==> src/design/tea_pkg.sv <==
// ----------------------------------------------------------------------------
// tea_pkg
// Shared types and constants for the tilted ellipse arc vertex pipeline.
// ----------------------------------------------------------------------------
package tea_pkg;

    localparam int unsigned FULL_TURN    = 360;
    localparam int unsigned HALF_TURN    = 180;
    localparam int unsigned QUARTER_TURN = 90;
    localparam int unsigned ANGLE_OFFSET = 720;
    localparam int unsigned BHASKARA_K   = 40500;
    localparam int unsigned RECIP_SHIFT  = 24;
    localparam int unsigned RECIP_360    = 46603;  // floor(2^24 / 360)

    // Per-vertex fields that ride alongside the angle and sine work
    typedef struct packed {
        logic [11:0] center_x;
        logic [11:0] center_y;
        logic [9:0]  radius_x;
        logic [9:0]  radius_y;
        logic [23:0] start_color;
        logic [23:0] end_color;
        logic [22:0] lerp_t;
        logic [7:0]  opacity;
        logic        path_start;
        logic        visible;
    } carry_t;

    // Sine and cosine of the vertex angle and of the tilt, signed Q1.16
    typedef struct packed {
        logic signed [17:0] sin_deg;
        logic signed [17:0] cos_deg;
        logic signed [17:0] sin_tilt;
        logic signed [17:0] cos_tilt;
    } trig_t;

endpackage

==> src/design/tea_angle.sv <==
// ----------------------------------------------------------------------------
// tea_angle
// Five-stage front end: wraps the vertex angle and tilt, forms lerp factor and
// opacity; divides by reciprocal multiplication with a single correction step.
// ----------------------------------------------------------------------------
module tea_angle #(
    parameter int STEPS = 90
) (
    input  logic                 clk,
    input  logic                 rst_n,
    input  logic                 en,
    input  logic                 in_valid,
    input  logic [11:0]          center_x,
    input  logic [11:0]          center_y,
    input  logic [9:0]           radius_x,
    input  logic [9:0]           radius_y,
    input  logic signed [9:0]    tilt_degrees,
    input  logic [8:0]           head_angle,
    input  logic [8:0]           trail_span,
    input  logic [7:0]           ring_opacity,
    input  logic [6:0]           vertex_index,
    input  logic [23:0]          start_color,
    input  logic [23:0]          end_color,
    output logic                 out_valid,
    output logic [8:0]           out_w_deg,
    output logic [8:0]           out_w_tilt,
    output tea_pkg::carry_t      out_carry
);
    import tea_pkg::*;

    localparam logic [7:0]  STEPS_C = 8'(STEPS);
    localparam logic [24:0] RECIP   = 25'((32'd1 << RECIP_SHIFT) / STEPS);

    // Stage 1: products and tilt wrap
    logic        v1_reg;
    logic [15:0] prod_a1_reg, prod_a_next;
    logic [14:0] prod_o1_reg, prod_o_next;
    logic [6:0]  idx1_reg;
    logic [8:0]  head1_reg, trail1_reg;
    logic [8:0]  tilt1_reg, tilt_next;
    carry_t      c1_reg, c1_next;
    logic signed [11:0] tilt_off;
    logic [10:0] tilt_pos;

    always_comb
    begin
        prod_a_next = 16'({9'b0, vertex_index} * {7'b0, trail_span});
        prod_o_next = 15'({8'b0, vertex_index} * {7'b0, ring_opacity});
        tilt_off    = 12'(tilt_degrees) + 12'sd720;
        tilt_pos    = tilt_off[10:0];
        priority if (tilt_pos >= 11'd1080)
            tilt_next = 9'(tilt_pos - 11'd1080);
        else if (tilt_pos >= 11'd720)
            tilt_next = 9'(tilt_pos - 11'd720);
        else if (tilt_pos >= 11'd360)
            tilt_next = 9'(tilt_pos - 11'd360);
        else
            tilt_next = 9'(tilt_pos);
        c1_next = '{center_x: center_x, center_y: center_y,
                    radius_x: radius_x, radius_y: radius_y,
                    start_color: start_color, end_color: end_color,
                    lerp_t: '0, opacity: '0,
                    path_start: (vertex_index == 7'd0),
                    visible: (ring_opacity >= 8'd2)};
    end

    // Stage 2: reciprocal estimates
    logic        v2_reg;
    logic [15:0] prod_a2_reg;
    logic [14:0] prod_o2_reg;
    logic [6:0]  idx2_reg;
    logic [8:0]  head2_reg, trail2_reg, tilt2_reg;
    logic [16:0] qe_a2_reg, qe_a_next;
    logic [15:0] qe_o2_reg, qe_o_next;
    logic [22:0] qe_t2_reg, qe_t_next;
    carry_t      c2_reg;
    logic [40:0] mul_a;
    logic [39:0] mul_o;
    logic [30:0] mul_t;

    always_comb
    begin
        mul_a     = {25'b0, prod_a1_reg} * {16'b0, RECIP};
        mul_o     = {25'b0, prod_o1_reg} * {15'b0, RECIP};
        mul_t     = {24'b0, idx1_reg} * {6'b0, RECIP};
        qe_a_next = mul_a[40:24];
        qe_o_next = mul_o[39:24];
        qe_t_next = mul_t[30:8];
    end

    // Stage 3: correct the estimates, form the offset vertex angle
    logic        v3_reg;
    logic [16:0] deg3_reg, deg_next;
    logic [8:0]  tilt3_reg;
    carry_t      c3_reg, c3_next;
    logic [31:0] rem_a, rem_o, rem_t;
    logic [16:0] q_a;
    logic [15:0] q_o;
    logic [22:0] q_t;
    logic [17:0] deg_sum;

    always_comb
    begin
        rem_a = {16'b0, prod_a2_reg} - ({15'b0, qe_a2_reg} * {24'b0, STEPS_C});
        rem_o = {17'b0, prod_o2_reg} - ({16'b0, qe_o2_reg} * {24'b0, STEPS_C});
        rem_t = {9'b0, idx2_reg, 16'b0} - ({9'b0, qe_t2_reg} * {24'b0, STEPS_C});
        q_a   = (rem_a >= {24'b0, STEPS_C}) ? qe_a2_reg + 17'd1 : qe_a2_reg;
        q_o   = (rem_o >= {24'b0, STEPS_C}) ? qe_o2_reg + 16'd1 : qe_o2_reg;
        q_t   = (rem_t >= {24'b0, STEPS_C}) ? qe_t2_reg + 23'd1 : qe_t2_reg;
        deg_sum  = {9'b0, head2_reg} + 18'(ANGLE_OFFSET) - {9'b0, trail2_reg}
                 + {1'b0, q_a};
        deg_next = deg_sum[16:0];
        c3_next         = c2_reg;
        c3_next.lerp_t  = q_t;
        c3_next.opacity = q_o[7:0];
    end

    // Stage 4: quotient estimate of the angle by a full turn
    logic        v4_reg;
    logic [16:0] deg4_reg;
    logic [8:0]  dq4_reg, dq_next;
    logic [8:0]  tilt4_reg;
    carry_t      c4_reg;
    logic [32:0] mul_d;

    always_comb
    begin
        mul_d   = {16'b0, deg3_reg} * {17'b0, 16'(RECIP_360)};
        dq_next = mul_d[32:24];
    end

    // Stage 5: remainder and final wrap
    logic        v5_reg;
    logic [8:0]  w5_reg, w_next;
    logic [8:0]  tilt5_reg;
    carry_t      c5_reg;
    logic [16:0] rem_d;

    always_comb
    begin
        rem_d  = deg4_reg - 17'({8'b0, dq4_reg} * 17'(FULL_TURN));
        w_next = (rem_d >= 17'(FULL_TURN)) ? 9'(rem_d - 17'(FULL_TURN)) : 9'(rem_d);
    end

    always_ff @(posedge clk or negedge rst_n)
    begin
        if (!rst_n)
        begin
            v1_reg <= 1'b0;
            v2_reg <= 1'b0;
            v3_reg <= 1'b0;
            v4_reg <= 1'b0;
            v5_reg <= 1'b0;
        end
        else if (en)
        begin
            v1_reg <= in_valid;
            v2_reg <= v1_reg;
            v3_reg <= v2_reg;
            v4_reg <= v3_reg;
            v5_reg <= v4_reg;
        end
    end

    always_ff @(posedge clk)
    begin
        if (en)
        begin
            prod_a1_reg <= prod_a_next;
            prod_o1_reg <= prod_o_next;
            idx1_reg    <= vertex_index;
            head1_reg   <= head_angle;
            trail1_reg  <= trail_span;
            tilt1_reg   <= tilt_next;
            c1_reg      <= c1_next;

            prod_a2_reg <= prod_a1_reg;
            prod_o2_reg <= prod_o1_reg;
            idx2_reg    <= idx1_reg;
            head2_reg   <= head1_reg;
            trail2_reg  <= trail1_reg;
            tilt2_reg   <= tilt1_reg;
            qe_a2_reg   <= qe_a_next;
            qe_o2_reg   <= qe_o_next;
            qe_t2_reg   <= qe_t_next;
            c2_reg      <= c1_reg;

            deg3_reg    <= deg_next;
            tilt3_reg   <= tilt2_reg;
            c3_reg      <= c3_next;

            deg4_reg    <= deg3_reg;
            dq4_reg     <= dq_next;
            tilt4_reg   <= tilt3_reg;
            c4_reg      <= c3_reg;

            w5_reg      <= w_next;
            tilt5_reg   <= tilt4_reg;
            c5_reg      <= c4_reg;
        end
    end

    assign out_valid  = v5_reg;
    assign out_w_deg  = w5_reg;
    assign out_w_tilt = tilt5_reg;
    assign out_carry  = c5_reg;

endmodule

==> config.mk <==
export PLATFORM = sky130hd
export DESIGN_NAME = tea_angle
export DESIGN_NICKNAME = d
export VERILOG_FILES = /design/src/design/tea_pkg.sv /design/src/design/tea_angle.sv
export SDC_FILE = /design/constraint.sdc
export NUM_CORES = 2
export LEC_CHECK = 0
export ABC_CLOCK_PERIOD_IN_PS = 19700
export BUFFER_PORTS_ARGS = -buffer_cell sky130_fd_sc_hd__buf_2
export CORE_ASPECT_RATIO = 1.5
export CORE_MARGIN = 1
export CORE_UTILIZATION = 39
export DETAILED_ROUTE_END_ITERATION = 16
export PLACE_DENSITY_LB_ADDON = 0.08
export RECOVER_POWER = 100
export SLEW_MARGIN = 30
export SYNTH_ARGS = -nofsm -noshare
export SYNTH_HDL_FRONTEND = slang
export SYNTH_SLANG_ARGS = --single-unit
export TNS_END_PERCENT = 100
==> constraint.sdc <==
create_clock -name clk -period 19.7 [get_ports clk]
set_input_delay 2.955 -clock clk [delete_from_list [all_inputs] [get_ports clk]]
set_output_delay 2.955 -clock clk [all_outputs]
set_load 0.01 [all_outputs]
==> reports/qor_table.md <==
| Group | Result | Value |
|:---|:---|:---|
| outcome | Outcome | complete, but fails checks |
| outcome | Violations in the final reports | capacitance limit, slew limit |
| hold path | Hold Startpoint | c3_reg[122]$_DFFE_PP_ |
| hold path | End point of the worst hold path | c4_reg[122]$_DFFE_PP_ |
| worst setup path | Worst Setup Path Type | input port to flop |
| detailed routing | Routed wire length | 95.3 mm |
| clocking | Clock tree from TritonCTS | built |
| logic synthesis | Number of enable flip-flop cells after synthesis | 778 |
| floorplan | Number of I/O pins | 283 |
| logic synthesis | Synth warnings | 0 |
| finish | Leading cell types in the layout, fill and taps excluded | edfxtp_1 (778), inv_1 (692), ha_1 (682) |
| place | Number of buffer cells added on primary ports | 277 |
| global routing | Number of antenna violations at the first check in global routing | 10 |
| clocking | Cell chosen for the clock root | clkbuf_16 |
| worst setup path | Arrival time at the worst endpoint | 13.44 ns |
| timing | Final hold vios | 0 |
| floorplan | Initial core utilization | 0.394 |
| worst setup path | Logic depth of the worst register-to-register path | 32 |
| worst setup path | CP startpoint kind | input port |
| finish | Area overhead of the layout relative to synthesis | 12.3% |
| finish | Number of inserted filler cells in the final layout | 11459 |
| global routing | Gr ovfl total | 0 |
| logic synthesis | Most frequently used flop master after synthesis | edfxtp_1 |
| worst setup path | Launch instance of the worst register-to-register path | qe_a2_reg[3]$_DFFE_PP_ |
| finish | Layout cells sized above 1 | 0.0622 |
| clocking | Maximum level of the CTS H-tree | 3 |
| timing | Final setup vio count | 0 |
| timing | Clock tree skew after final layout | 0.0281 ns |
| place | Post-place instance area | 0.0515 mm2 |
| logic synthesis | Mean post-synth cell area | 13.4 um2 |
| detailed routing | Number of vias per cell | 4.76 |
| logic synthesis | Fraction of the yosys area taken by sequential cells | 0.488 |
| global routing | Wire length of the first global-routing pass | 151 mm |
| detailed routing | Antenna Violating Nets Remaining | 0 |
| clocking | CTS sink count | 783 |
| detailed routing | Length of the first detailed-routing pass in iterations | 5 |
| timing | Highest attainable clock frequency | 0.0762 GHz |
| global routing | Number of global-route vias before repair | 28186 |
| logic synthesis | Post-synthesis instance total | 3597 |
| clocking | Number of buffers added to fix hold violations after cts | 0 |
| detailed routing | Drc violations | 0 |
| worst setup path | Most frequent cell on the critical path | clkbuf_1 |
| logic synthesis | Synth unique cells | 73 |
| worst setup path | Cell family with the largest share of critical-path delay | buffers and inverters |
| timing | Fin. max-slew vios | 473 |
| place | Final RePlAce weighted congestion | 0.829 |
| worst setup path | Endpoint class of the critical path | flop |
| logic synthesis | Post-synthesis cell area | 0.0481 mm2 |
| hold path | HP Class | flop to flop |
| place | Detailed Place HPWL | 74.7 mm |
| detailed routing | Average routed wire per standard cell | 17.0 um |
| timing | Setup repair after global routing missed its margin | false |
| timing | Worst Max-Slew Pin Slew | 4.85 ns |
| floorplan | Number of core rows | 157 |
| worst setup path | Worst Path Required | 20.02 ns |
| worst setup path | Largest stage delay on the critical path | 3.49 ns |
| timing | Final worst path period share | 0.666 |
| logic synthesis | Count of state elements after synthesis | 783 |
| detailed routing | Number of DRC violations after detailed-routing iteration 0 | 1017 |
| worst setup path | Ordered cell list for the critical path | clkbuf_1 -> clkbuf_1 -> clkbuf_1 -> clkbuf_1 -> buf_12 -> buf_16 |
| timing | Slew headroom | -2.23 |
| global routing | Maximum number of pins on one net before global-route repair | 186 |
| timing | Shortest clock period the worst path allows after layout | 13.13 ns |
| floorplan | Chip height | 432 um |
| floorplan | Placeable core area | 0.122 mm2 |
| finish | Final design area excluding fillers | 0.0541 mm2 |
| worst setup path | Worst Path Buf+Inv | 6 |
| job | MaxCap Viol Count | 9 |
| finish | Most frequent standard cell in the layout excluding fill and tap cells | edfxtp_1 |
| worst setup path | Critical Path Fanout Max | 126 |
| finish | Number of nets at the end of the flow | 5098 |
| worst setup path | Reg2reg setup slack | 10.57 ns |
| worst setup path | Slowest stage cell on the critical path | clkbuf_1 |
| detailed routing | Routed via count | 26713 |
| clocking | Longest Clk Path Bufs | 3 |
| clocking | Clock insertion delay at the later pin of the skew report | 0.68 ns |
| logic synthesis | FFs w/ async S/R, synth | 0.00639 |
| worst setup path | Capture instance of the worst register-to-register path | deg3_reg[10]$_DFFE_PP_ |
| timing | Total Neg Setup Slack | 0 ns |
| clocking | Count of buffers added by post-CTS timing repair for setup | 0 |
| hold path | Hold-critical path depth | 0 |
| clocking | Clock buffer count from CTS | 81 |
| global routing | All-layer global routing usage | 0.157 |
| floorplan | Die span in x | 289 um |
| clocking | CTS resizes | 0 |
| clocking | Clock-pin slew on the worst setup and hold paths | 0.06 ns |
| worst setup path | Critical Path Source | en |
| floorplan | Die outline area | 0.125 mm2 |
[kinds of logic (layout without fill, tap and decap cells)]
| group | count (synthesis) | after routing | synth area share |
|---|---|---|---|
| XOR/XNOR | 174 | 174 | 0.0317 |
| AO/OA/AOI/OAI | 390 | 390 | 0.0529 |
| other | 1 | 7 | 0.0000779 |
| AND/OR/NAND/NOR | 513 | 513 | 0.0553 |
| adder cells (fa/ha/maj) | 1008 | 1008 | 0.313 |
| flip-flops | 783 | 783 | 0.488 |
| buffers and inverters | 713 | 1129 | 0.0561 |
| multiplexers | 15 | 15 | 0.00330 |
[cells in the mapped netlist, drive strengths merged (6+ instances only)]
| master | number | share of area |
|---|---|---|
| nor3b | 7 | 0.0011 |
| o21a | 28 | 0.0044 |
| nor4 | 17 | 0.0023 |
| edfxtp | 778 | 0.49 |
| nor2b | 28 | 0.0038 |
| and2 | 68 | 0.0088 |
| or4 | 8 | 0.0012 |
| xnor2 | 112 | 0.020 |
| or3 | 12 | 0.0016 |
| a31oi | 8 | 0.0010 |
| nand3 | 25 | 0.0026 |
| nand3b | 6 | 0.00094 |
| inv | 692 | 0.054 |
| o21bai | 31 | 0.0048 |
| clkbuf | 15 | 0.0012 |
| o22ai | 8 | 0.0010 |
| mux2 | 7 | 0.0016 |
| fa | 326 | 0.14 |
| o21ai | 70 | 0.0073 |
| or2 | 6 | 0.00078 |
| mux2i | 8 | 0.0017 |
| xor2 | 62 | 0.011 |
| nand4 | 14 | 0.0018 |
| nor3 | 52 | 0.0054 |
| a2111oi | 9 | 0.0016 |
| a211oi | 8 | 0.0012 |
| a211o | 7 | 0.0013 |
| ha | 682 | 0.18 |
| a21o | 43 | 0.0067 |
| and3 | 17 | 0.0022 |
| nor2 | 100 | 0.0078 |
| a21oi | 116 | 0.012 |
| a21boi | 7 | 0.0011 |
| buf | 6 | 0.0010 |
| nand2 | 116 | 0.0090 |
| nand2b | 23 | 0.0030 |
[routing by layer]
metal / vias up / GRT usage / wire (um)
met2: 414 / 0.298 / 51700
met5: - / 0 / 117
li1: 13150 / - / -
met1: 12977 / 0.175 / 37500
met4: 18 / 0.0524 / 2470
met3: 154 / 0.0232 / 3500
[worst max path at each step]
stage                              endpoint  slack [ns]  depth (start not counted)
floorplan            deg3_reg[10]$_DFFE_PP_       12.11                         32
global placement     deg3_reg[10]$_DFFE_PP_       10.92                         32
detailed placement   deg3_reg[10]$_DFFE_PP_       10.92                         32
CTS                  deg3_reg[10]$_DFFE_PP_       10.88                         32
global route        out_carry[88]$_DFFE_PP_        5.32                          6
finish              out_carry[34]$_DFFE_PP_        6.57                          6
[area by class of cell]
type                       count  area, um2  area share
clock inverter                59        709      0.0131
antenna                        2       5.00   0.0000926
clock buffer                  90       2060      0.0381
timing repair buffer         288       1270      0.0234
multi-input combinational   2105      22000       0.406
sequential                   783      23500       0.434
inverter                     692       2600      0.0480
tap                         1590       1990      0.0368
[worst register-to-register path, delay by kind of cell, from the launching register on]
family | cells | cell delay (ns)
AOI/OAI and AO/OA | 12 | 2.95
xor gates and xnor gates | 2 | 0.24
adders and majority gates | 6 | 2.30
buffers and inverters | 2 | 0.09
DFF | 1 | 0.52
muxes | 2 | 0.62
and+or+nand+nor | 8 | 2.12
[through the flow]
step	utilization	hold slack (ns)	instances	setup WS, ns
floorplan	-	0.400	3601	12.11
global placement	0.422	0.400	5455	10.92
detailed placement	0.422	0.405	5456	10.92
CTS	0.444	0.400	5605	10.88
global route	0.442	0.407	5607	5.32
finish	0.443	0.401	5609	6.57
Power is left out: the tool's default activity adds up to more than one toggle a clock period on the data nets, which glitch-free logic cannot reach.
